## config.mk

```make
export PLATFORM = sky130hd
export DESIGN_NAME = dcors_div
export DESIGN_NICKNAME = d
export VERILOG_FILES = /design/src/hdl/dcors_pkg.sv /design/src/hdl/dcors_div.sv
export SDC_FILE = /design/constraint.sdc
export NUM_CORES = 1
export LEC_CHECK = 0
export ABC_AREA = 1
export BUFFER_PORTS_ARGS = -buffer_cell sky130_fd_sc_hd__buf_2
export CAP_MARGIN = 20
export CORE_MARGIN = 4
export CORE_UTILIZATION = 50
export DETAILED_ROUTE_END_ITERATION = 7
export PLACE_DENSITY = 0.67
export SLEW_MARGIN = 20
export SYNTH_ARGS = -nofsm -noshare
export SYNTH_HDL_FRONTEND = slang
export SYNTH_SLANG_ARGS = --single-unit
```

## constraint.sdc

```tcl
create_clock -name clk -period 6.35 [get_ports clk]
set_clock_uncertainty 0.2 [all_clocks]
set_input_delay 0.3175 -clock clk [delete_from_list [all_inputs] [get_ports clk]]
set_output_delay 0.3175 -clock clk [all_outputs]
set_load 0.05 [all_outputs]
```

## src/hdl/dcors_pkg.sv

```systemverilog
// Shared types, widths and constants of the density cut-off range scan.
`default_nettype none
package dcors_pkg;

    localparam int HEIGHT_W   = 16;
    localparam int BINW_W     = 11;
    localparam int YEAR_W     = 17;
    localparam int SCALE_W    = 32;
    localparam int POS_W      = 32;
    localparam int AREA_W     = 48;
    localparam int SHARE_W    = 16;
    localparam int MAX_BINS   = 65536;
    localparam int IDX_W      = $clog2(MAX_BINS) + 1;
    localparam int WQ8_W      = BINW_W + 8;
    localparam int DVD_W      = HEIGHT_W + WQ8_W;
    localparam int DCNT_W     = $clog2(DVD_W + 1);
    localparam int TERM_W     = HEIGHT_W + 1 + WQ8_W - 9;
    localparam int QDEPTH     = 2;
    localparam int QCNT_W     = $clog2(QDEPTH + 1);
    localparam int CIDX_W     = 2;

    localparam logic [SHARE_W-1:0] MIN_SHARE = 16'd65;
    localparam logic [SHARE_W-1:0] SHARE_MAX = 16'hFFFF;

    localparam logic [CIDX_W-1:0] CFG_CUT_LEVEL   = 2'd0;
    localparam logic [CIDX_W-1:0] CFG_BIN_WIDTH   = 2'd1;
    localparam logic [CIDX_W-1:0] CFG_START_YEAR  = 2'd2;
    localparam logic [CIDX_W-1:0] CFG_SHARE_SCALE = 2'd3;

    localparam logic KIND_RANGE = 1'b0;
    localparam logic KIND_TOTAL = 1'b1;

    typedef struct packed {
        logic [HEIGHT_W-1:0] cut_level;
        logic [BINW_W-1:0]   bin_width;
        logic [YEAR_W-1:0]   start_year;
        logic [SCALE_W-1:0]  share_scale;
    } cfg_t;

    typedef struct packed {
        logic [HEIGHT_W-1:0] height;
        logic                final_sample;
        logic                above;
    } item_t;

    typedef struct packed {
        logic [QCNT_W-1:0] count;
    } q_status_t;

    typedef struct packed {
        logic                start;
        logic [HEIGHT_W-1:0] num;
        logic [WQ8_W-1:0]    w;
        logic [HEIGHT_W-1:0] den;
    } div_req_t;

    typedef struct packed {
        logic             done;
        logic [WQ8_W-1:0] quo;
    } div_rsp_t;

    typedef struct packed {
        logic                     kind;
        logic signed [POS_W-1:0]  range_begin;
        logic signed [POS_W-1:0]  range_finish;
        logic [SHARE_W-1:0]       share;
        logic                     closing;
    } res_t;

endpackage
`default_nettype wire

```

## src/hdl/dcors_div.sv

```systemverilog
// Bit-serial restoring divider that places a crossing inside its bin.
`default_nettype none
module dcors_div (
    input  wire                  clk,
    input  wire                  rst_n,
    input  dcors_pkg::div_req_t  req,
    output dcors_pkg::div_rsp_t  rsp
);
    import dcors_pkg::*;

    logic [DVD_W-1:0]    dvd_reg;
    logic [HEIGHT_W-1:0] rem_reg;
    logic [HEIGHT_W-1:0] den_reg;
    logic [DCNT_W-1:0]   cnt_reg;
    logic                busy_reg, done_reg;
    logic [HEIGHT_W:0]   trial;
    logic                fits;

    assign trial = {rem_reg, dvd_reg[DVD_W-1]};
    assign fits  = (trial >= {1'b0, den_reg});

    assign rsp.done = done_reg;
    assign rsp.quo  = dvd_reg[WQ8_W-1:0];

    always_ff @(posedge clk or negedge rst_n)
    begin
        if (!rst_n)
        begin
            busy_reg <= 1'b0;
            done_reg <= 1'b0;
            cnt_reg  <= '0;
        end
        else
        begin
            done_reg <= 1'b0;
            if (req.start)
            begin
                busy_reg <= 1'b1;
                cnt_reg  <= DCNT_W'(DVD_W);
            end
            else if (busy_reg)
            begin
                cnt_reg <= cnt_reg - 1'b1;
                if (cnt_reg == DCNT_W'(1))
                begin
                    busy_reg <= 1'b0;
                    done_reg <= 1'b1;
                end
            end
        end
    end

    always_ff @(posedge clk)
    begin
        if (req.start)
        begin
            dvd_reg <= DVD_W'(req.num * req.w);
            rem_reg <= '0;
            den_reg <= req.den;
        end
        else if (busy_reg)
        begin
            rem_reg <= fits ? HEIGHT_W'(trial - {1'b0, den_reg}) : trial[HEIGHT_W-1:0];
            dvd_reg <= {dvd_reg[DVD_W-2:0], fits};
        end
    end

endmodule
`default_nettype wire

```

==> run_summary.xml, run 1 <==
<?xml version="1.0" encoding="UTF-8"?>
<metrics>
  <group name="worst_setup_path">
    <metric name="startpoint_type" unit="">input pin</metric>
    <metric name="critPathCaptureType" unit="">flip-flop</metric>
    <metric name="crit_path_max_fanout" unit="">19</metric>
    <metric name="critPathMaxStageDelay" unit="ns">0.54</metric>
    <metric name="crit_arrival" unit="ns">5.61</metric>
    <metric name="path_cells" unit="">buf_2 &gt; nand2_1 &gt; fa_1 &gt; inv_1 &gt; fa_1 &gt; inv_1 &gt; fa_1 &gt; inv_1 &gt; fa_1 &gt; fa_1 &gt; inv_1 &gt; fa_1 &gt; inv_1 &gt; ha_1 &gt; nand2_1 &gt; nor2_1 &gt; inv_1 &gt; nor2_1 &gt; nand4_1 &gt; nand3_1 &gt; nand2_1 &gt; nand3_1 &gt; nand2_1</metric>
    <metric name="timing.critical_path.required" unit="ns">6.24</metric>
    <metric name="critical_path_class" unit="">in -&gt; reg</metric>
    <metric name="critical_path.top_delay_family" unit="">adder cells</metric>
    <metric name="timing.critical_path.buf_inv" unit="">7</metric>
    <metric name="crit_path_top_delay_cell" unit="">sky130_fd_sc_hd__fa_1</metric>
  </group>
  <group name="global_routing">
    <metric name="grt.overflow.total" unit="">0</metric>
    <metric name="met1_usage" unit="">0.307</metric>
    <metric name="globalRoute.busiestLayer" unit="">met2</metric>
    <metric name="first_global_vias" unit="">13300</metric>
    <metric name="grt_pass1_wl" unit="um">64300</metric>
    <metric name="grt_start_max_net_pins" unit="">54</metric>
    <metric name="antenna_violations_before_repair" unit="">1</metric>
    <metric name="grtUsageTotal" unit="">0.236</metric>
    <metric name="grtUsageMet2" unit="">0.429</metric>
    <metric name="groute.layer.met3.usage" unit="">0.0243</metric>
  </group>
  <group name="logic_synthesis">
    <metric name="synth.top_cells.by_area" unit="">sky130_fd_sc_hd__fa_1 (31%), sky130_fd_sc_hd__nand2_1 (17%), sky130_fd_sc_hd__inv_1 (14%)</metric>
    <metric name="synth_largest_area_cell" unit="">sky130_fd_sc_hd__fa_1</metric>
    <metric name="synthesis.nets" unit="">2518</metric>
    <metric name="synth.distinct_cells" unit="">38</metric>
    <metric name="yosys.cell_count.top_type" unit="">sky130_fd_sc_hd__nand2_1</metric>
    <metric name="synth.cell_area" unit="um^2">15200</metric>
    <metric name="ys_ff_latch" unit="">75</metric>
    <metric name="synth_common_cells" unit="">sky130_fd_sc_hd__nand2_1 (693), sky130_fd_sc_hd__inv_1 (582), sky130_fd_sc_hd__fa_1 (237)</metric>
    <metric name="postSynth.asyncResetShare" unit="">0.107</metric>
    <metric name="synth.yosys.seq_area_share" unit="">0.135</metric>
    <metric name="synth_top_flop_cell" unit="">sky130_fd_sc_hd__edfxtp_1</metric>
    <metric name="synthesis.instances" unit="">2102</metric>
    <metric name="syn_area_per_cell" unit="um^2">7.24</metric>
    <metric name="synthDominantCellAreaShare" unit="">0.312</metric>
    <metric name="edff_count_synth" unit="">51</metric>
    <metric name="synth_warnings" unit="">0</metric>
  </group>
  <group name="finish">
    <metric name="largest_register_ffs" unit="">35</metric>
    <metric name="num_antenna_cells" unit="">0</metric>
    <metric name="finish.net_count" unit="">2523</metric>
    <metric name="area_growth" unit="%">5.82</metric>
    <metric name="num-fill-cells" unit="">2951</metric>
    <metric name="post_route_cells_drive_above_1_share" unit="">0.0573</metric>
  </group>
  <group name="timing">
    <metric name="tns" unit="ns">0</metric>
    <metric name="tightestPinTransition" unit="ns">0.892</metric>
    <metric name="period_share" unit="">0.901</metric>
    <metric name="final-max-slew-violation-count" unit="">0</metric>
    <metric name="setup_violation_total_in_the_final_timing_report" unit="">0</metric>
    <metric name="worst_slew_margin_rel" unit="">0.403</metric>
    <metric name="finalWorstPathRequiredPeriod" unit="ns">5.72</metric>
    <metric name="unrepaired_setup_endpoints_after_global_routing" unit="">no</metric>
    <metric name="achievable-frequency" unit="MHz">175</metric>
    <metric name="final-hold-violation-count" unit="">0</metric>
  </group>
  <group name="floorplanning">
    <metric name="placeableCoreArea" unit="um^2">29900</metric>
    <metric name="std_cell_rows" unit="">63</metric>
    <metric name="floorplan.initialDensity" unit="">0.510</metric>
    <metric name="die-height" unit="um">182</metric>
    <metric name="die_w" unit="um">182</metric>
    <metric name="design.portCount" unit="">74</metric>
    <metric name="design.die.area" unit="um^2">33300</metric>
  </group>
  <group name="flow_run">
    <metric name="maxCapViolCount" unit="">0</metric>
  </group>
  <group name="run_status">
    <metric name="status" unit="">finished, final reports clean</metric>
  </group>
  <group name="detailed_routing">
    <metric name="drt_pass1_iterations" unit="">5</metric>
    <metric name="routed_wl" unit="um">37300</metric>
    <metric name="routed-via-count" unit="">12400</metric>
    <metric name="post_drt_via_cell_ratio" unit="">4.95</metric>
    <metric name="ant_nets" unit="">0</metric>
    <metric name="wl_per_cell" unit="um">14.9</metric>
    <metric name="route.detailed.drc" unit="">0</metric>
    <metric name="detailedRoute.firstIterationViolations" unit="">723</metric>
  </group>
  <group name="clock_network">
    <metric name="clockRootBuffer" unit="">sky130_fd_sc_hd__clkbuf_16</metric>
    <metric name="post_cts.repair.setup_buffers" unit="">0</metric>
    <metric name="cts_tree" unit="">built</metric>
    <metric name="clk_path_buf_depth" unit="">2</metric>
    <metric name="clk_pin_slew_worst_paths" unit="ns">0.06</metric>
    <metric name="cts-htree-levels" unit="">3</metric>
    <metric name="clk_latency" unit="ns">0.33</metric>
    <metric name="clock_buffer_count_from_cts" unit="">9</metric>
    <metric name="tritoncts_num_sinks" unit="">75</metric>
  </group>
  <group name="place">
    <metric name="place.gp.congestion" unit="">0.878</metric>
    <metric name="portBuffers" unit="">73</metric>
    <metric name="dp_hpwl" unit="um">30300</metric>
  </group>
  <group name="min_path">
    <metric name="hold_path.class" unit="">in -&gt; async</metric>
  </group>
</metrics>
through the flow:
step	hold WS (ns)	area, um^2	instances	util	setup slack, ns
after floorplan	-0.178	15200	2102	-	0.673
after global placement	-0.0300	15700	2469	0.524	0.333
after detailed placement	-0.0259	15700	2469	0.524	0.265
after CTS	0.177	16100	2502	0.539	0.611
after global routing	0.214	16100	2502	0.539	0.307
final	0.188	16100	2502	0.539	0.628
placed cells by master, fill, tap and decap left out, types with 2 or more instances in the layout:
| cell | n |
|---|---|
| sky130_fd_sc_hd__nand2_1 | 693 |
| sky130_fd_sc_hd__xor2_1 | 4 |
| sky130_fd_sc_hd__nand3_2 | 9 |
| sky130_fd_sc_hd__fa_1 | 237 |
| sky130_fd_sc_hd__nand2_4 | 2 |
| sky130_fd_sc_hd__dfrtp_1 | 8 |
| sky130_fd_sc_hd__nor2_4 | 3 |
| sky130_fd_sc_hd__nand4_1 | 9 |
| sky130_fd_sc_hd__and2_1 | 3 |
| sky130_fd_sc_hd__dlygate4sd3_1 | 17 |
| sky130_fd_sc_hd__inv_2 | 3 |
| sky130_fd_sc_hd__a21oi_1 | 32 |
| sky130_fd_sc_hd__nand3b_1 | 9 |
| sky130_fd_sc_hd__clkbuf_1 | 3 |
| sky130_fd_sc_hd__clkinv_1 | 2 |
| sky130_fd_sc_hd__dfxtp_1 | 16 |
| sky130_fd_sc_hd__xnor2_1 | 19 |
| sky130_fd_sc_hd__o21ai_1 | 3 |
| sky130_fd_sc_hd__inv_1 | 582 |
| sky130_fd_sc_hd__clkbuf_16 | 9 |
| sky130_fd_sc_hd__nor3_1 | 9 |
| sky130_fd_sc_hd__buf_4 | 8 |
| sky130_fd_sc_hd__nor2_2 | 3 |
| sky130_fd_sc_hd__o21ai_0 | 23 |
| sky130_fd_sc_hd__nand2_2 | 5 |
| sky130_fd_sc_hd__nand3_1 | 83 |
| sky130_fd_sc_hd__edfxtp_1 | 51 |
| sky130_fd_sc_hd__ha_1 | 125 |
| sky130_fd_sc_hd__nor2_1 | 56 |
| sky130_fd_sc_hd__buf_2 | 73 |
| sky130_fd_sc_hd__o21bai_1 | 3 |
worst register-to-register path, cell delays in order, from the launching register on:
cell	delay [ns]
sky130_fd_sc_hd__edfxtp_1	0.36
sky130_fd_sc_hd__inv_1	0.08
sky130_fd_sc_hd__ha_1	0.29
sky130_fd_sc_hd__nand2_1	0.10
sky130_fd_sc_hd__nand2_1	0.06
sky130_fd_sc_hd__a21oi_1	0.18
sky130_fd_sc_hd__o21ai_2	0.10
sky130_fd_sc_hd__nor2_4	0.41
sky130_fd_sc_hd__nand2_4	0.27
sky130_fd_sc_hd__nand2_1	0.12
sky130_fd_sc_hd__nand2_1	0.06
worst paths after layout:
path	start	end	slack (ns)	cells past startpoint
worst max-delay path	req[43]	dvd_reg[21]	0.63	23
worst min-delay path	rst_n	done_reg	0.19	2
worst max register to register	den_reg[14]	dvd_reg[0]	3.89	10
worst min register to register	rem_reg[15]	rem_reg[15]	0.27	2
max in group asynchronous	rst_n	cnt_reg[2]	5.58	2
min in group clk	req[51]	den_reg[6]	0.24	1
layout make-up:
cell class / instances / area [um^2] / area share
clock inverters: 3 / 38.8 / 0.00241
inverters: 586 / 2200 / 0.137
clock buffers: 13 / 250 / 0.0155
flip-flops and latches: 75 / 2050 / 0.127
multi-input cells: 1337 / 10500 / 0.651
well taps: 390 / 488 / 0.0303
repair buffers: 98 / 596 / 0.0370
kinds of logic (layout without fill, tap and decap cells):
logic type      Yosys count  in the layout  synth area share
xor+xnor                 23             23            0.0132
fa+ha+maj               362            362             0.414
buf+inv                 690            700             0.176
compound gates           65             65            0.0227
flops                    75             75             0.135
simple gates            887            887             0.238
timing repair:
| action | 4_1_cts | 5_1_grt |
|---|---|---|
| gates resized for setup | 0 | 0 |
| endpoints found under the hold margin | 24 | 0 |
| hold buffers | 17 | 0 |
metal layers:
metal / vias to the layer above / part of all wire / routed length [um]
li1: 6030 / - / -
met1: 6015 / 0.43 / 16200
met2: 280 / 0.51 / 18900
met3: 59 / 0.043 / 1610
met4: 2 / 0.016 / 614
met5: - / 0.00035 / 13
Power of run 1 is left out: the tool's default activity adds up to more than one toggle a clock period on the data nets, which glitch-free logic cannot reach.
==> run 2, diff against run 1 <==
Settings changed: CTS_BUF_LIST set to sky130_fd_sc_hd__clkbuf_2.
==> run 2 against run 1 <==
  * Cell count is 0.12% higher
  * Global-route usage is 0.12 points lower
  * Fmax is 4.1% higher
  * Critical path type unchanged
  * Sequential share of layout area is 0.13 points higher
  * Die area stayed put
  * First-iteration DRC count is 1.8% lower
  * Flip-flop and latch count stayed put
  * Clock-buffer cell count is 1 lower
  * Via count hardly changed
  * Hold slack worse by 0.0060 ns
  * Worst setup slack better by 0.23 ns
==> run_summary.xml, run 2 (synthesized netlist as in run 1, its figures left out) <==
<?xml version="1.0" encoding="UTF-8"?>
<metrics>
  <group name="worst_setup_path">
    <metric name="timing.critical_path.required" unit="ns">6.44</metric>
    <metric name="path_cells" unit="">buf_2 &gt; nand2_1 &gt; fa_1 &gt; fa_1 &gt; inv_1 &gt; fa_1 &gt; fa_1 &gt; fa_1 &gt; inv_1 &gt; fa_1 &gt; inv_1 &gt; ha_1 &gt; nand2_1 &gt; nor2_1 &gt; inv_1 &gt; nor2_1 &gt; o21ai_0 &gt; nand3_1 &gt; nand2_1 &gt; nand3_1 &gt; nand2_1</metric>
    <metric name="startpoint_type" unit="">input pin</metric>
    <metric name="crit_path_top_delay_cell" unit="">sky130_fd_sc_hd__fa_1</metric>
    <metric name="rr_startpoint" unit="">den_reg[12]</metric>
    <metric name="critical_path_class" unit="">in -&gt; reg</metric>
    <metric name="crit_path_max_fanout" unit="">19</metric>
    <metric name="r2r_cells" unit="">8</metric>
    <metric name="critPathCaptureType" unit="">flip-flop</metric>
    <metric name="worst_r2r_endpoint" unit="">dvd_reg[0]</metric>
    <metric name="crit_arrival" unit="ns">5.59</metric>
    <metric name="critPathMaxStageDelay" unit="ns">0.57</metric>
    <metric name="crit_top_cell" unit="">sky130_fd_sc_hd__fa_1</metric>
    <metric name="reg2reg_slack" unit="ns">3.92</metric>
  </group>
  <group name="detailed_routing">
    <metric name="routed_wl" unit="um">37200</metric>
    <metric name="drt_pass1_iterations" unit="">5</metric>
    <metric name="post_drt_via_cell_ratio" unit="">4.94</metric>
    <metric name="route.detailed.drc" unit="">0</metric>
    <metric name="routed-via-count" unit="">12400</metric>
    <metric name="wl_per_cell" unit="um">14.9</metric>
    <metric name="ant_nets" unit="">0</metric>
    <metric name="detailedRoute.firstIterationViolations" unit="">710</metric>
  </group>
  <group name="clock_network">
    <metric name="post_cts.repair.setup_buffers" unit="">0</metric>
    <metric name="clk_path_buf_depth" unit="">2</metric>
    <metric name="tritoncts_num_sinks" unit="">75</metric>
    <metric name="clockRootBuffer" unit="">sky130_fd_sc_hd__clkbuf_2</metric>
    <metric name="clock_buffer_count_from_cts" unit="">9</metric>
    <metric name="cts-htree-levels" unit="">3</metric>
    <metric name="clk_latency" unit="ns">0.52</metric>
    <metric name="postCtsResizedCells" unit="">0</metric>
    <metric name="cts_tree" unit="">built</metric>
    <metric name="postCtsHoldBufs" unit="">18</metric>
    <metric name="clk_pin_slew_worst_paths" unit="ns">0.23</metric>
  </group>
  <group name="finish">
    <metric name="largest_register_ffs" unit="">35</metric>
    <metric name="layout.cells.most_common" unit="">sky130_fd_sc_hd__nand2_1</metric>
    <metric name="sequential_cell_area" unit="um^2">2050</metric>
    <metric name="multiInputGateArea" unit="um^2">10500</metric>
    <metric name="finish.net_count" unit="">2525</metric>
    <metric name="final_design_area_no_fill" unit="um^2">15900</metric>
    <metric name="area_growth" unit="%">4.74</metric>
    <metric name="post_route_cells_drive_above_1_share" unit="">0.0582</metric>
    <metric name="num-fill-cells" unit="">2969</metric>
    <metric name="final_cell_mix" unit="">sky130_fd_sc_hd__nand2_1 (693), sky130_fd_sc_hd__inv_1 (582), sky130_fd_sc_hd__fa_1 (237)</metric>
  </group>
  <group name="floorplanning">
    <metric name="placeableCoreArea" unit="um^2">29900</metric>
    <metric name="design.die.area" unit="um^2">33300</metric>
    <metric name="die-height" unit="um">182</metric>
    <metric name="floorplan.initialDensity" unit="">0.510</metric>
    <metric name="die_w" unit="um">182</metric>
    <metric name="std_cell_rows" unit="">63</metric>
    <metric name="design.portCount" unit="">74</metric>
  </group>
  <group name="global_routing">
    <metric name="first_global_vias" unit="">13300</metric>
    <metric name="grt_pass1_wl" unit="um">64000</metric>
    <metric name="grt.overflow.total" unit="">0</metric>
    <metric name="antenna_violations_before_repair" unit="">2</metric>
    <metric name="grt_start_max_net_pins" unit="">54</metric>
    <metric name="grtUsageTotal" unit="">0.235</metric>
  </group>
  <group name="timing">
    <metric name="unrepaired_setup_endpoints_after_global_routing" unit="">no</metric>
    <metric name="final-hold-violation-count" unit="">0</metric>
    <metric name="period_share" unit="">0.866</metric>
    <metric name="tns" unit="ns">0</metric>
    <metric name="worst_slew_margin_rel" unit="">0.409</metric>
    <metric name="setup_violation_total_in_the_final_timing_report" unit="">0</metric>
    <metric name="finalWorstPathRequiredPeriod" unit="ns">5.50</metric>
    <metric name="tightestPinTransition" unit="ns">0.884</metric>
    <metric name="achievable-frequency" unit="MHz">182</metric>
    <metric name="final-max-slew-violation-count" unit="">0</metric>
  </group>
  <group name="place">
    <metric name="dp_hpwl" unit="um">30300</metric>
    <metric name="post_dp_cell_area" unit="um^2">15700</metric>
    <metric name="portBuffers" unit="">73</metric>
    <metric name="place.gp.congestion" unit="">0.878</metric>
  </group>
  <group name="flow_run">
    <metric name="maxCapViolCount" unit="">0</metric>
  </group>
  <group name="min_path">
    <metric name="timing.hold.worst.start" unit="">req[16]</metric>
    <metric name="hold_path.class" unit="">in -&gt; reg</metric>
    <metric name="whs_endpoint" unit="">dvd_reg[0]</metric>
    <metric name="timing.hold.worst_path_depth" unit="">3</metric>
  </group>
  <group name="run_status">
    <metric name="status" unit="">finished, final reports clean</metric>
  </group>
</metrics>
[run 2: cell count changes in the layout (fill, tap and decap cells not counted), sizes merged]
cell / delta
dlygate4sd3: +2
clkbuf: -1
clkinv: +1
diode: +1
[run 2: layout make-up]
| class | instances | area share |
|---|---|---|
| Clock buffer | 12 | 0.00377 |
| Multi-Input combinational cell | 1337 | 0.658 |
| Antenna cell | 1 | 0.000157 |
| Timing Repair Buffer | 100 | 0.0386 |
| Tap cell | 390 | 0.0306 |
| Inverter | 586 | 0.138 |
| Clock inverter | 4 | 0.00267 |
| Sequential cell | 75 | 0.129 |
[run 2: how the worst max path moves through the flow]
stage | from | end | slack (ns)
6_report | req[43] | dvd_reg[21] | 0.85
5_1_grt | req[40] | dvd_reg[27] | 0.56
4_1_cts | req[23] | dvd_reg[26] | 0.84
3_5_place_dp | req[23] | dvd_reg[26] | 0.27
3_3_place_gp | req[23] | dvd_reg[27] | 0.33
2_1_floorplan | req[43] | dvd_reg[15] | 0.67
[run 2: stage by stage]
step | util | cells | hold WS, ns | setup slack [ns]
floorplan | - | 2102 | -0.178 | 0.673
global placement | 0.524 | 2469 | -0.0300 | 0.333
detailed placement | 0.524 | 2469 | -0.0259 | 0.265
CTS | 0.533 | 2503 | 0.0247 | 0.840
global route | 0.534 | 2505 | 0.150 | 0.557
finish | 0.534 | 2505 | 0.182 | 0.853
[run 2: critical path: cells and delay by family]
family	cells	cell delay, ns
AO/OA/AOI/OAI	1	0.23
adder cells (fa/ha/maj)	7	3.39
buffers and inverters	5	0.61
AND/OR/NAND/NOR	8	1.02
[run 2: layer usage]
layer | wire length [um] | vias up | GRT usage
li1 | - | 6031 | -
met1 | 16000 | 5999 | 0.305
met4 | 677 | 2 | 0.0477
met2 | 18800 | 290 | 0.424
met5 | 13 | - | 0
met3 | 1690 | 60 | 0.0263
Power of run 2 is left out for the same reason.
