==> src/hdl/dcors_pkg.sv <==
// Shared types, widths and constants of the density cut-off range scan.
`default_nettype none
package dcors_pkg;

    localparam int HEIGHT_W   = 16;
    localparam int BINW_W     = 11;
    localparam int YEAR_W     = 17;
    localparam int SCALE_W    = 32;
    localparam int POS_W      = 32;
    localparam int AREA_W     = 48;
    localparam int SHARE_W    = 16;
    localparam int MAX_BINS   = 65536;
    localparam int IDX_W      = $clog2(MAX_BINS) + 1;
    localparam int WQ8_W      = BINW_W + 8;
    localparam int DVD_W      = HEIGHT_W + WQ8_W;
    localparam int DCNT_W     = $clog2(DVD_W + 1);
    localparam int TERM_W     = HEIGHT_W + 1 + WQ8_W - 9;
    localparam int QDEPTH     = 2;
    localparam int QCNT_W     = $clog2(QDEPTH + 1);
    localparam int CIDX_W     = 2;

    localparam logic [SHARE_W-1:0] MIN_SHARE = 16'd65;
    localparam logic [SHARE_W-1:0] SHARE_MAX = 16'hFFFF;

    localparam logic [CIDX_W-1:0] CFG_CUT_LEVEL   = 2'd0;
    localparam logic [CIDX_W-1:0] CFG_BIN_WIDTH   = 2'd1;
    localparam logic [CIDX_W-1:0] CFG_START_YEAR  = 2'd2;
    localparam logic [CIDX_W-1:0] CFG_SHARE_SCALE = 2'd3;

    localparam logic KIND_RANGE = 1'b0;
    localparam logic KIND_TOTAL = 1'b1;

    typedef struct packed {
        logic [HEIGHT_W-1:0] cut_level;
        logic [BINW_W-1:0]   bin_width;
        logic [YEAR_W-1:0]   start_year;
        logic [SCALE_W-1:0]  share_scale;
    } cfg_t;

    typedef struct packed {
        logic [HEIGHT_W-1:0] height;
        logic                final_sample;
        logic                above;
    } item_t;

    typedef struct packed {
        logic [QCNT_W-1:0] count;
    } q_status_t;

    typedef struct packed {
        logic                start;
        logic [HEIGHT_W-1:0] num;
        logic [WQ8_W-1:0]    w;
        logic [HEIGHT_W-1:0] den;
    } div_req_t;

    typedef struct packed {
        logic             done;
        logic [WQ8_W-1:0] quo;
    } div_rsp_t;

    typedef struct packed {
        logic                     kind;
        logic signed [POS_W-1:0]  range_begin;
        logic signed [POS_W-1:0]  range_finish;
        logic [SHARE_W-1:0]       share;
        logic                     closing;
    } res_t;

endpackage
`default_nettype wire

==> src/hdl/dcors_front.sv <==
// Front part: accepts samples, marks them against the cut level and queues them.
`default_nettype none
module dcors_front (
    input  wire                              clk,
    input  wire                              rst_n,
    input  wire                              samp_valid,
    output logic                             samp_stall,
    input  wire  [dcors_pkg::HEIGHT_W-1:0]   height,
    input  wire                              final_sample,
    input  wire  [dcors_pkg::HEIGHT_W-1:0]   cut_level,
    input  wire                              pop,
    output logic                             q_valid,
    output dcors_pkg::item_t                 q_item,
    output dcors_pkg::q_status_t             q_status
);
    import dcors_pkg::*;

    item_t             entry_reg [QDEPTH];
    logic              wr_ptr_reg, rd_ptr_reg;
    logic [QCNT_W-1:0] cnt_reg, cnt_next;
    logic              push, do_pop;

    assign samp_stall = (cnt_reg == QCNT_W'(QDEPTH));
    assign push       = samp_valid && !samp_stall;
    assign q_valid    = (cnt_reg != '0);
    assign do_pop     = pop && q_valid;
    assign q_item     = entry_reg[rd_ptr_reg];
    assign q_status.count = cnt_reg;

    always_comb
    begin
        cnt_next = cnt_reg;
        if (push && !do_pop)
        begin
            cnt_next = cnt_reg + 1'b1;
        end
        else if (!push && do_pop)
        begin
            cnt_next = cnt_reg - 1'b1;
        end
    end

    always_ff @(posedge clk or negedge rst_n)
    begin
        if (!rst_n)
        begin
            wr_ptr_reg <= 1'b0;
            rd_ptr_reg <= 1'b0;
            cnt_reg    <= '0;
        end
        else
        begin
            cnt_reg <= cnt_next;
            if (push)
            begin
                wr_ptr_reg <= ~wr_ptr_reg;
            end
            if (do_pop)
            begin
                rd_ptr_reg <= ~rd_ptr_reg;
            end
        end
    end

    always_ff @(posedge clk)
    begin
        if (push)
        begin
            entry_reg[wr_ptr_reg].height       <= height;
            entry_reg[wr_ptr_reg].final_sample <= final_sample;
            entry_reg[wr_ptr_reg].above        <= (height > cut_level);
        end
    end

endmodule
`default_nettype wire

==> config.mk <==
export PLATFORM = sky130hd
export DESIGN_NAME = dcors_front
export DESIGN_NICKNAME = d
export VERILOG_FILES = /design/src/hdl/dcors_pkg.sv /design/src/hdl/dcors_front.sv
export SDC_FILE = /design/constraint.sdc
export NUM_CORES = 1
export LEC_CHECK = 0
export ABC_AREA = 1
export BUFFER_PORTS_ARGS = -buffer_cell sky130_fd_sc_hd__buf_2
export CAP_MARGIN = 20
export CORE_ASPECT_RATIO = 1.25
export CORE_MARGIN = 2
export CORE_UTILIZATION = 35
export CTS_CLUSTER_DIAMETER = 30
export CTS_CLUSTER_SIZE = 40
export DETAILED_ROUTE_END_ITERATION = 8
export GPL_TIMING_DRIVEN = 0
export PLACE_DENSITY_LB_ADDON = 0.15
export SYNTH_ARGS = -nofsm -noshare
export SYNTH_HDL_FRONTEND = slang
export SYNTH_SLANG_ARGS = --single-unit
==> constraint.sdc <==
create_clock -name clk -period 2.95 [get_ports clk]
set_input_delay 0.59 -clock clk [delete_from_list [all_inputs] [get_ports clk]]
set_output_delay 0.59 -clock clk [all_outputs]
set_load 0.01 [all_outputs]
==> results of run 1 <==
## logic make-up (layout without fill, tap and decap cells)
group	count (synthesis)	in the layout
AOI/OAI and AO/OA	12	12
xor gates and xnor gates	3	3
adders and majority gates	17	17
buffers and inverters	29	97
DFF	40	40
and+or+nand+nor	87	87
## where the power goes
part           internal, mW  switching [mW]
combinational         0.292           0.477
clock                 0.246           0.173
sequential            0.780          0.0403
total                  1.32           0.690
## per-stage QoR
step | instances | hold slack, ps | util | power (mW) | instance area (sq um)
after CTS | 320 | 92.7 | 0.456 | 2.05 | 2450
after detailed placement | 312 | 404 | 0.436 | 1.62 | 2340
final | 320 | 97.3 | 0.456 | 2.01 | 2450
after global placement | 310 | 404 | 0.430 | 1.58 | 2310
after floorplan | 188 | 294 | - | 1.29 | 1940
after global routing | 320 | 84.0 | 0.456 | 2.16 | 2450
## Yosys cell counts
library cell	count
sky130_fd_sc_hd__a21o_1	1
sky130_fd_sc_hd__a21oi_1	8
sky130_fd_sc_hd__buf_2	1
sky130_fd_sc_hd__buf_4	2
sky130_fd_sc_hd__dfrtp_1	4
sky130_fd_sc_hd__edfxtp_1	36
sky130_fd_sc_hd__ha_1	17
sky130_fd_sc_hd__inv_1	24
sky130_fd_sc_hd__inv_2	1
sky130_fd_sc_hd__inv_4	1
sky130_fd_sc_hd__nand2_1	74
sky130_fd_sc_hd__nand3_1	1
sky130_fd_sc_hd__nand4_1	1
sky130_fd_sc_hd__nor2_1	10
sky130_fd_sc_hd__nor2_2	1
sky130_fd_sc_hd__o21ai_0	1
sky130_fd_sc_hd__o21ai_1	2
sky130_fd_sc_hd__xnor2_1	1
sky130_fd_sc_hd__xor2_1	2
## path summary, 6_finish.rpt
| kind | start | to | depth (start not counted) | slack [ps] |
|---|---|---|---|---|
| min in group clk | final_sample | entry_reg[1][1] | 1 | 490 |
| min reg2reg | wr_ptr_reg | wr_ptr_reg | 2 | 550 |
| min | rst_n | q_status[0] | 1 | 100 |
| max reg2reg | q_status[0] | q_status[1] | 6 | 1290 |
| max in group asynchronous | rst_n | wr_ptr_reg | 1 | 2730 |
| max | rd_ptr_reg | q_item[7] | 6 | 930 |
## final cells by class
class	count	area, sq um
Clock buffer	5	68.8
Buffer	3	20.0
Tap cell	64	80.1
Fill cell	547	2920
Multi-Input combinational cell	119	639
Inverter	26	100
Clock inverter	3	37.5
Timing Repair Buffer	60	320
Sequential cell	40	1180
## per-layer routing
layer  part of all wire  GRT usage  vias up
li1                   -          -      740
met1               0.40      0.142      598
met2               0.53      0.224       38
met3              0.048     0.0255        4
met4              0.016     0.0559        0
met5                  0          0        -
## cells in the final DEF, fill, tap and decap left out
cell / netlist / final
sky130_fd_sc_hd__nand4_1: 1 / 1
sky130_fd_sc_hd__nand3_1: 1 / 1
sky130_fd_sc_hd__inv_2: 1 / 1
sky130_fd_sc_hd__buf_8: 0 / 2
sky130_fd_sc_hd__inv_4: 1 / 1
sky130_fd_sc_hd__dfrtp_1: 4 / 4
sky130_fd_sc_hd__a21oi_1: 8 / 8
sky130_fd_sc_hd__bufinv_16: 0 / 1
sky130_fd_sc_hd__xnor2_1: 1 / 1
sky130_fd_sc_hd__o21ai_1: 2 / 2
sky130_fd_sc_hd__inv_1: 24 / 24
sky130_fd_sc_hd__buf_4: 2 / 2
sky130_fd_sc_hd__edfxtp_1: 36 / 36
sky130_fd_sc_hd__nand2_1: 74 / 74
sky130_fd_sc_hd__nor2_2: 1 / 3
sky130_fd_sc_hd__a21o_1: 1 / 1
sky130_fd_sc_hd__clkinv_1: 0 / 2
sky130_fd_sc_hd__o21ai_0: 1 / 1
sky130_fd_sc_hd__clkbuf_8: 0 / 5
sky130_fd_sc_hd__ha_1: 17 / 17
sky130_fd_sc_hd__xor2_1: 2 / 2
sky130_fd_sc_hd__nor2_1: 10 / 8
sky130_fd_sc_hd__buf_2: 1 / 59
==> metrics.log, run 1 <==
[metrics] outcome: completed
[metrics] aggregate global routing overflow: 0
[metrics] sink count of the clock tree: 40
[metrics] Clock Pin Slew Worst Setup and Hold Paths: 70 ps
[metrics] Bufs on Longest Clock Path: 2
[metrics] pin count of the biggest net entering global routing: 13
[metrics] basic-gate share of the synthesized area counting and, or, nand and nor cells: 0.172
[metrics] count of different cell masters after synthesis: 19
[metrics] RSZ-0062 raised after global routing: false
[metrics] number of instances in the synthesized netlist: 188
[metrics] wire length of the first global-routing pass: just under 6 mm
[metrics] Setup TNS Final: 0 ps
[metrics] part of the Yosys area used for sequential elements: 0.610
[metrics] cell taking the most area after synthesis: sky130_fd_sc_hd__edfxtp_1
[metrics] initial antenna violation count: 0
[metrics] routed via count divided by cell count: between 4 and 5
[metrics] share of cells above drive strength 1: 0.289
[metrics] adder-cell share of the synthesized area: 0.110
[metrics] quantity of I/O buffers inserted on ports: a little under 60
[metrics] top cell type's share of synthesized area: 0.559
[metrics] peak supply drop: 0.190 mV
[metrics] Critical Path AT: 1430 ps
[metrics] syn_nets: 242
[metrics] slowest stage delay, CP: around 360 ps
[metrics] worst path cell trace: buf_4 > inv_4 > buf_4 > nand2_1 > nand2_1 > buf_2
[metrics] time the worst path needs with I/O delays and setup: 2020 ps
[metrics] max-slew violation count: 0
[metrics] cell chosen for the clock root: sky130_fd_sc_hd__clkbuf_8
[metrics] transition time at the pin with the least slew margin: 543 ps
[metrics] number of ports placed on the die boundary: 59
[metrics] final period utilization: 0.683
[metrics] die extent in y: 87.1 um
[metrics] xor and xnor fraction of the mapped netlist area: 0.0136
[metrics] total vias in the final route: 1380
[metrics] die area: 0.00615 sq mm
[metrics] Final setup violation count: 0
[metrics] average wire per cell in the routed design: 11.3 um
[metrics] depth of the CTS H-tree: 2
[metrics] main combinational cell family by area after synthesis: simple AND/OR/NAND/NOR gates
[metrics] top cells by area, synth: sky130_fd_sc_hd__edfxtp_1 (56%), sky130_fd_sc_hd__nand2_1 (14%), sky130_fd_sc_hd__ha_1 (11%)
[metrics] Hold Path Class: primary input to asynchronous set/reset pin
[metrics] diodes inserted: 0
[metrics] clock tree from TritonCTS: built
[metrics] die width: 70.5 um
[metrics] clock latency at the later pin of the worst-skew pair: 280 ps
[metrics] combined global-route utilization of all metal layers: 0.124
[metrics] # DRC: 0
[metrics] Final nets: slightly above 300
[metrics] Resized Gates After CTS: 0
[metrics] Core Footprint: roughly 0.0054 sq mm
[metrics] reported leakage power: 1.22 nW
[metrics] number of hold-repair buffers added at the cts stage: 0
[metrics] DRT Wirelength: 3.61 mm
[metrics] post-synthesis mux area share: 0
[metrics] Syn Area/Cell: ~10 sq um
[metrics] total power per unit cell area: 821 mW/mm^2
[metrics] clock skew after layout: 5.73 ps
[metrics] worst setup path category: flip-flop to output port
[metrics] final hold viol count: 0
[metrics] cts bufs inserted: 5
[metrics] count of nets left with antenna violations after detail routing: 0
[metrics] number of flip-flops in the largest register: 36
[metrics] required time at the endpoint of the critical path: 2360 ps
[metrics] Max-slew headroom: 0.638
[metrics] Pre-antenna DRT Iters: 4
[metrics] Post CTS Setup Buffer Count: 0
[metrics] worst path buffer plus inverter count: 4
[metrics] Place WS: about 1200 ps
[metrics] CP Capture Type: output port
[metrics] cell area after technology mapping: between 0.0015 and 0.002 sq mm
[metrics] placed wire-length estimate after detailed placement: approximately 2.8 mm
[metrics] smallest setup slack after layout: 935 ps
[metrics] crit start category: flip-flop
[metrics] layout overhead on the synthesized area: 26.4%
[metrics] cell at the slowest stage of the critical path: sky130_fd_sc_hd__dfrtp_1
[metrics] starting utilization of the core area: 0.361
[metrics] number of synthesized register bits: 40
[metrics] DRC violation total after the first TritonRoute iteration: 27
[metrics] count of synthesis-stage warnings from yosys: 0
[metrics] achievable frequency: 496 MHz
[metrics] number of global-route vias before repair: between 1000 and 1500
[metrics] largest delay contributor family on the critical path: buffers and inverters
[metrics] post-synthesis compound-gate area fraction: 0.0323
[metrics] crit-path max FO: 10
[metrics] Rows: 30
[metrics] Maximum Capacitance Violations: 0
[metrics] Placer Congestion: 0.710
No activity file was read; power rests on OpenSTA's default activity.
==> run 2, diff against run 1 <==
==> constraint.sdc (replaced) <==
create_clock -name clk -period 2.1 [get_ports clk]
set_input_delay 0.42 -clock clk [delete_from_list [all_inputs] [get_ports clk]]
set_output_delay 0.42 -clock clk [all_outputs]
set_load 0.01 [all_outputs]
==> run 2 against run 1 <==
  * Wire length up 0.30%
  * Global-route usage did not move
  * Non-clock buffer count is 1 higher
  * Hold slack improved by 230 ps
  * Flip-flop and latch count unchanged
  * Total power is 41% higher
  * Critical path type unchanged
  * Critical endpoint unchanged
==> metrics.log, run 2 (synthesis results as in run 1) <==
[metrics] time the worst path needs with I/O delays and setup: 1850 ps
[metrics] Max-slew headroom: 0.638 (about the same)
[metrics] Critical Path Source: rd_ptr_reg (unchanged)
[metrics] Internal: 1.85 mW (was 1.32 mW)
[metrics] Worst R2R Start: q_status[0] (unchanged)
[metrics] placed wire-length estimate after detailed placement: 2.77 mm (unchanged)
[metrics] max-slew violation count: 0 (unchanged)
[metrics] count of nets left with antenna violations after detail routing: 0 (unchanged)
[metrics] clock skew after layout: 5.58 ps (was 5.73 ps)
[metrics] die area: 0.00615 sq mm (unchanged)
[metrics] sink count of the clock tree: 40 (unchanged)
[metrics] average wire per cell in the routed design: 11.3 um (about the same)
[metrics] slowest stage delay, CP: 360 ps (about the same)
[metrics] worst path cell trace: buf_4 > inv_4 > buf_4 > nand2_1 > nand2_1 > buf_2 (unchanged)
[metrics] RSZ-0062 raised after global routing: false (unchanged)
[metrics] uppermost layer routed: met4 (unchanged)
[metrics] initial antenna violation count: 0 (unchanged)
[metrics] CP Capture Type: output port (unchanged)
[metrics] Final nets: 310 (was 309)
[metrics] clock tree from TritonCTS: built (unchanged)
[metrics] share of cells above drive strength 1: 0.288 (was 0.289)
[metrics] highest-count cells in the layout ignoring fill and taps: sky130_fd_sc_hd__nand2_1 (74), sky130_fd_sc_hd__buf_2 (59), sky130_fd_sc_hd__edfxtp_1 (36), sky130_fd_sc_hd__inv_1 (24), sky130_fd_sc_hd__ha_1 (17) (unchanged)
[metrics] total power: 2.82 mW (was 2.01 mW)
[metrics] crit start category: flip-flop (unchanged)
[metrics] pin count of the biggest net entering global routing: 13 (unchanged)
[metrics] die width: 70.5 um (unchanged)
[metrics] Rows: 30 (unchanged)
[metrics] Resized Gates After CTS: 0 (unchanged)
[metrics] diodes inserted: 0 (unchanged)
[metrics] portion of total power attributed to combinational logic: 0.383 (about the same)
[metrics] wire length of the first global-routing pass: 5.80 mm (unchanged)
[metrics] Maximum Capacitance Violations: 0 (unchanged)
[metrics] cell at the slowest stage of the critical path: sky130_fd_sc_hd__dfrtp_1 (unchanged)
[metrics] final hold viol count: 0 (unchanged)
[metrics] Final setup violation count: 0 (unchanged)
[metrics] peak supply drop: 0.269 mV (was 0.190 mV)
[metrics] NetSw: 971 uW (was 690 uW)
[metrics] Core Footprint: 0.00537 sq mm (unchanged)
[metrics] Hold Path Class: primary input to flip-flop (was primary input to asynchronous set/reset pin)
[metrics] reported leakage power: 1.23 nW (was 1.22 nW)
[metrics] most common cell after layout, fill and taps aside: sky130_fd_sc_hd__nand2_1 (unchanged)
[metrics] number of flip-flops in the largest register: 36 (unchanged)
[metrics] Post CTS Setup Buffer Count: 0 (unchanged)
[metrics] die extent in y: 87.1 um (unchanged)
[metrics] transition time at the pin with the least slew margin: 543 ps (about the same)
[metrics] achievable frequency: 542 MHz
[metrics] filler instances: 545 (was 547)
[metrics] final instance area: 0.00246 sq mm (was 0.00245 sq mm)
[metrics] outcome: completed (unchanged)
[metrics] met3 WL post-DR: 174 um (was 173 um)
[metrics] Sw Share: 0.344 (about the same)
[metrics] cts bufs inserted: 5 (unchanged)
[metrics] start point of the worst hold path: final_sample
[metrics] number of ports placed on the die boundary: 59 (unchanged)
[metrics] final period utilization: 0.879
[metrics] layout overhead on the synthesized area: 27.0% (was 26.4%)
[metrics] combined global-route utilization of all metal layers: 0.124 (unchanged)
[metrics] routed via count divided by cell count: 4.31 (about the same)
[metrics] DRT Wirelength: 3.62 mm (was 3.61 mm)
[metrics] quantity of I/O buffers inserted on ports: 58 (unchanged)
[metrics] Placer Congestion: 0.710 (unchanged)
[metrics] cell chosen for the clock root: sky130_fd_sc_hd__clkbuf_8 (unchanged)
[metrics] number of global-route vias before repair: 1317 (was 1313)
[metrics] worst setup path category: flip-flop to output port (unchanged)
[metrics] required time at the endpoint of the critical path: 1680 ps (was 2360 ps)
[metrics] detailed-routing wirelength on met1: 1.47 mm (was 1.46 mm)
[metrics] depth of the CTS H-tree: 2 (unchanged)
[metrics] starting utilization of the core area: 0.361 (unchanged)
[metrics] # DRC: 0 (unchanged)
[metrics] Bufs on Longest Clock Path: 2 (unchanged)
[metrics] Critical Path AT: 1430 ps (about the same)
[metrics] DRC violation total after the first TritonRoute iteration: 22 (was 27)
[metrics] cell area after placement: 0.00234 sq mm (unchanged)
[metrics] area used by multi-input combinational logic: 639 sq um (unchanged)
[metrics] detailed-routed wire length on met2: 1.92 mm (about the same)
[metrics] total vias in the final route: 1382 (was 1380)
[metrics] crit-path max FO: 10 (unchanged)
[metrics] Pre-antenna DRT Iters: 4 (unchanged)
[metrics] clock latency at the later pin of the worst-skew pair: 280 ps (about the same)
[metrics] Clock Pin Slew Worst Setup and Hold Paths: 70 ps (about the same)
[metrics] storage element area: 0.00118 sq mm (unchanged)
[metrics] fraction of power consumed by the clock network: 0.209 (about the same)
[metrics] aggregate global routing overflow: 0 (unchanged)
[metrics] sequential share of power: 0.408 (about the same)
[metrics] total power per unit cell area: 1150 mW/mm^2 (was 821 mW/mm^2)
==> run 2: per-layer routing <==
layer,track usage,vias up
li1,-,742
met1,0.142,598
met2,0.224,38
met3,0.0255,4
met4,0.0559,0
met5,0,-
==> run 2: area by class of cell <==
type,instances,share of cell area
Timing Repair Buffer,61,0.134
Inverter,26,0.0407
Tap cell,64,0.0326
Sequential cell,40,0.481
Clock inverter,3,0.0153
Clock buffer,5,0.0280
Buffer,3,0.00815
Multi-Input combinational cell,119,0.260
==> run 2: final timing paths <==
| check | cells past startpoint | slack [ps] | endpoint |
|---|---|---|---|
| setup / recovery | 6 | 250 | q_item[7] |
| hold / removal | 1 | 320 | entry_reg[1][1] |
| setup reg to reg | 6 | 440 | q_status[1] |
| hold reg to reg | 2 | 550 | wr_ptr_reg |
| max in group asynchronous | 2 | 1510 | rd_ptr_reg |
| min in group asynchronous | 2 | 470 | q_status[0] |
==> run 2: worst max-delay path, delay by kind of cell (launching register included) <==
kind	cells	cell delay, ps
buffers and inverters	4	630
DFF	1	360
and+or+nand+nor	2	150
==> run 2: power by group through the flow <==
| stage | Clock [mW] | Sequential [mW] | Combinational, mW |
|---|---|---|---|
| 2_1_floorplan | 0 | 1.18 | 0.633 |
| 3_3_place_gp | 0 | 1.17 | 1.04 |
| 3_5_place_dp | 0 | 1.17 | 1.10 |
| 4_1_cts | 0.610 | 1.16 | 1.11 |
| 5_1_grt | 0.636 | 1.18 | 1.22 |
| 6_report | 0.589 | 1.15 | 1.08 |
==> run 2: repair_timing <==
item / CTS / global route
hold buffers: 1 / 0
setup endpoints to repair: 0 / 0
hold endpoints to repair: 4 / 0
==> run 2: metrics by stage <==
stage / std cells / util / hold slack [ps] / TNS [ps] / setup WS [ps]
floorplan: 188 / - / 124 / 0 / 273
global placement: 310 / 0.430 / 234 / -6830 / -207
detailed placement: 312 / 0.436 / 234 / 0 / 453
CTS: 321 / 0.458 / 317 / 0 / 224
global route: 321 / 0.458 / 314 / 0 / 158
finish: 321 / 0.458 / 323 / 0 / 254
==> run 3, diff against run 2 <==
--- a/config.mk
+++ b/config.mk
@@ -5,7 +5,6 @@
 export SDC_FILE = /design/constraint.sdc
 export NUM_CORES = 1
 export LEC_CHECK = 0
-export ABC_AREA = 1
 export BUFFER_PORTS_ARGS = -buffer_cell sky130_fd_sc_hd__buf_2
 export CAP_MARGIN = 20
 export CORE_ASPECT_RATIO = 1.25
==> run 3 against run 2 <==
  * Largest power group unchanged
  * Combinational power is 10% lower
  * Design area is 3.0% lower
  * Worst setup slack worse by 130 ps
  * Synthesized cell count is 30% lower
  * Flip-flop and latch count stayed put
  * Register-to-register slack worse by 100 ps
  * Fmax is 6.7% lower
  * Via count is 11% lower
  * Core utilization is 1.1 points lower
  * Largest cell class unchanged
  * Critical path type unchanged
==> metrics.log, run 3 <==
[metrics] layout overhead on the synthesized area: 25.6% (was 27.0%)
[metrics] number of instances in the synthesized netlist: 131 (was 188)
[metrics] Clock Pin Slew Worst Setup and Hold Paths: 80 ps (was 70 ps)
[metrics] peak supply drop: 0.322 mV (was 0.269 mV)
[metrics] proportion of register bits with asynchronous set or reset after synthesis: 0.100 (unchanged)
[metrics] required time at the endpoint of the critical path: 1680 ps (about the same)
[metrics] filler instances: 519 (was 545)
[metrics] count of different cell masters after synthesis: 24 (was 19)
[metrics] Pre-antenna DRT Iters: 4 (unchanged)
[metrics] routed via count divided by cell count: 4.68 (was 4.31)
[metrics] Core Footprint: 0.00533 sq mm (was 0.00537 sq mm)
[metrics] Max-slew headroom: 0.378 (was 0.638)
[metrics] number of synthesized register bits: 40 (unchanged)
[metrics] RSZ-0062 raised after global routing: false (unchanged)
[metrics] max-slew violation count: 0 (unchanged)
[metrics] placed wire-length estimate after detailed placement: 2.74 mm (was 2.77 mm)
[metrics] number of ports placed on the die boundary: 59 (unchanged)
[metrics] diodes inserted: 0 (unchanged)
[metrics] pin count of the biggest net entering global routing: 19 (was 13)
[metrics] Maximum Capacitance Violations: 0 (unchanged)
[metrics] achievable frequency: 505 MHz (was 542 MHz)
[metrics] worst path buffer plus inverter count: 3 (was 4)
[metrics] Final nets: 252 (was 310)
[metrics] # DRC: 0 (unchanged)
[metrics] crit-path max FO: 10 (unchanged)
[metrics] top cell type's share of synthesized area: 0.570 (was 0.559)
[metrics] number of synthesized flops with an enable pin: 36 (unchanged)
[metrics] quantity of I/O buffers inserted on ports: 58 (unchanged)
[metrics] depth of the CTS H-tree: 2 (unchanged)
[metrics] slowest stage delay, CP: 350 ps (was 360 ps)
[metrics] clock latency at the later pin of the worst-skew pair: 290 ps (was 280 ps)
[metrics] top cells by area, synth: sky130_fd_sc_hd__edfxtp_1 (57%), sky130_fd_sc_hd__ha_1 (11%), sky130_fd_sc_hd__mux2_2 (11%) (was sky130_fd_sc_hd__edfxtp_1 (56%), sky130_fd_sc_hd__nand2_1 (14%), sky130_fd_sc_hd__ha_1 (11%))
[metrics] sink count of the clock tree: 40 (unchanged)
[metrics] cell area after placement: 0.00229 sq mm (was 0.00234 sq mm)
[metrics] total power per unit cell area: 1100 mW/mm^2 (was 1150 mW/mm^2)
[metrics] cell chosen for the clock root: sky130_fd_sc_hd__clkbuf_8 (unchanged)
[metrics] die area: 0.00603 sq mm (was 0.00615 sq mm)
[metrics] number of flip-flops in the largest register: 36 (unchanged)
[metrics] part of the Yosys area used for sequential elements: 0.622 (was 0.610)
[metrics] DRC violation total after the first TritonRoute iteration: 39 (was 22)
[metrics] most common cell after layout, fill and taps aside: sky130_fd_sc_hd__buf_2 (was sky130_fd_sc_hd__nand2_1)
[metrics] cell at the slowest stage of the critical path: sky130_fd_sc_hd__mux2_2 (was sky130_fd_sc_hd__dfrtp_1)
[metrics] crit start category: flip-flop (unchanged)
[metrics] Syn Area/Cell: 14.5 sq um (was 10.3 sq um)
[metrics] CP Capture Type: output port (unchanged)
[metrics] transition time at the pin with the least slew margin: 933 ps (was 543 ps)
[metrics] DRT Wirelength: 3.65 mm (was 3.62 mm)
[metrics] wire length of the first global-routing pass: 5.94 mm (was 5.80 mm)
[metrics] average wire per cell in the routed design: 13.9 um (was 11.3 um)
[metrics] reported leakage power: 1.06 nW (was 1.23 nW)
[metrics] Critical Path AT: 1560 ps (was 1430 ps)
[metrics] cell taking the most area after synthesis: sky130_fd_sc_hd__edfxtp_1 (unchanged)
[metrics] Final setup violation count: 0 (unchanged)
[metrics] highest-count cells in the layout ignoring fill and taps: sky130_fd_sc_hd__buf_2 (58), sky130_fd_sc_hd__edfxtp_1 (36), sky130_fd_sc_hd__inv_1 (18), sky130_fd_sc_hd__mux2_2 (18), sky130_fd_sc_hd__ha_1 (17) (was sky130_fd_sc_hd__nand2_1 (74), sky130_fd_sc_hd__buf_2 (59), sky130_fd_sc_hd__edfxtp_1 (36), sky130_fd_sc_hd__inv_1 (24), sky130_fd_sc_hd__ha_1 (17))
[metrics] cts bufs inserted: 5 (unchanged)
[metrics] cell area after technology mapping: 0.00190 sq mm (was 0.00194 sq mm)
[metrics] die extent in y: 86.3 um (was 87.1 um)
[metrics] count of nets left with antenna violations after detail routing: 0 (unchanged)
[metrics] final period utilization: 0.942 (was 0.879)
[metrics] aggregate global routing overflow: 0 (unchanged)
[metrics] library cell with the highest instance count after synthesis: sky130_fd_sc_hd__edfxtp_1 (was sky130_fd_sc_hd__nand2_1)
[metrics] syn_nets: 185 (was 242)
[metrics] share of cells above drive strength 1: 0.452 (was 0.288)
[metrics] final hold viol count: 0 (unchanged)
[metrics] time the worst path needs with I/O delays and setup: 1980 ps (was 1850 ps)
[metrics] dominant register cell in the synthesized netlist: sky130_fd_sc_hd__edfxtp_1 (unchanged)
[metrics] starting utilization of the core area: 0.356 (was 0.361)
[metrics] clock tree from TritonCTS: built (unchanged)
[metrics] final instance area: 0.00238 sq mm (was 0.00246 sq mm)
[metrics] initial antenna violation count: 0 (unchanged)
[metrics] combined global-route utilization of all metal layers: 0.129 (was 0.124)
[metrics] number of instances in the placed design: 254 (was 312)
[metrics] Placer Congestion: 0.787 (was 0.710)
[metrics] fin cells: 263 (was 321)
[metrics] outcome: completed (unchanged)
[metrics] Rows: 30 (unchanged)
[metrics] largest delay contributor family on the critical path: buffers and inverters (unchanged)
[metrics] count of synthesis-stage warnings from yosys: 0 (unchanged)
[metrics] worst path cell trace: clkbuf_4 > buf_4 > mux2_2 > buf_2 (was buf_4 > inv_4 > buf_4 > nand2_1 > nand2_1 > buf_2)
[metrics] Hold Path Class: primary input to flip-flop (unchanged)
[metrics] total vias in the final route: 1232 (was 1382)
[metrics] clock skew after layout: 7.38 ps (was 5.58 ps)
[metrics] worst setup path category: flip-flop to output port (unchanged)
[metrics] Bufs on Longest Clock Path: 2 (unchanged)
[metrics] number of global-route vias before repair: 1291 (was 1317)
[metrics] die width: 69.9 um (was 70.5 um)
[metrics] list of most frequent post-synthesis cells: sky130_fd_sc_hd__edfxtp_1 (36), sky130_fd_sc_hd__inv_1 (18), sky130_fd_sc_hd__mux2_2 (18), sky130_fd_sc_hd__ha_1 (17), sky130_fd_sc_hd__a21oi_1 (6) (was sky130_fd_sc_hd__nand2_1 (74), sky130_fd_sc_hd__edfxtp_1 (36), sky130_fd_sc_hd__inv_1 (24), sky130_fd_sc_hd__ha_1 (17), sky130_fd_sc_hd__nor2_1 (10))
## run 3: changes by cell type in the layout (fill, tap and decap cells not counted), sizes merged, moves of 2 or more
| cell | before | now |
|---|---|---|
| buf | 63 | 60 |
| a21oi | 8 | 6 |
| inv | 26 | 18 |
| nor2 | 11 | 3 |
| mux2 | 0 | 18 |
| nand4 | 1 | 3 |
| xnor2 | 1 | 3 |
| nand2 | 74 | 5 |
## run 3: cells by family (layout without fill, tap and decap cells)
logic type	count (synthesis)	in the layout	share of synthesized area
flip-flops	40	40	0.622
buffers and inverters	20	88	0.0409
AND/OR/NAND/NOR	19	19	0.0541
multiplexers	18	18	0.107
adder cells (fa/ha/maj)	17	17	0.112
AO/OA/AOI/OAI	12	12	0.0409
XOR/XNOR	5	5	0.0231
## run 3: metal layers
metal  track usage  up-vias  share of wire
li1              -      605              -
met1         0.143      586           0.40
met2         0.234       36           0.53
met3        0.0337        5          0.052
met4        0.0524        0          0.019
met5             0        -              0
## run 3: cell type report
type,instances,area [sq um],share of cell area
Sequential cell,40,1180,0.496
Multi-Input combinational cell,71,642,0.269
Timing Repair Buffer,60,315,0.132
Tap cell,64,80.1,0.0336
Clock buffer,5,68.8,0.0289
Inverter,18,67.6,0.0283
Buffer,2,15.0,0.00630
Clock inverter,3,13.8,0.00577
## run 3: power breakdown
| part | total [mW] | leakage [nW] | internal (mW) | switching, mW |
|---|---|---|---|---|
| Clock | 0.496 | 0.0453 | 0.226 | 0.271 |
| Sequential | 1.17 | 0.381 | 1.10 | 0.0649 |
| Combinational | 0.968 | 0.632 | 0.461 | 0.506 |
## run 3: repair_timing
item,4_1_cts,5_1_grt
pin swaps,0,0
hold endpoints to repair,4,0
gates resized for setup,1,1
hold buffers,1,0
endpoints found under the setup margin,9,9
buffers inserted,0,0
## run 3: final timing paths
| kind | start | end | slack (ps) | cells past startpoint |
|---|---|---|---|---|
| min reg2reg | q_status[1] | q_status[1] | 510 | 1 |
| max in group asynchronous | rst_n | q_status[1] | 1530 | 2 |
| max | rd_ptr_reg | q_item[13] | 120 | 4 |
| min | final_sample | entry_reg[0][1] | 310 | 1 |
| min in group asynchronous | rst_n | wr_ptr_reg | 450 | 2 |
| max reg2reg | q_status[0] | entry_reg[1][16] | 340 | 2 |
## run 3: through the flow
step                      power [mW]  hold WS [ps]  TNS (ps)  setup slack [ps]   util
after global routing            2.81           299         0              16.7  0.447
after detailed placement        2.17           233         0              86.6  0.429
after floorplan                 1.78           124         0               230      -
final                           2.63           308         0               122  0.447
after global placement          2.11           226     -4870              -271  0.426
after CTS                       2.67           305         0              28.5  0.447
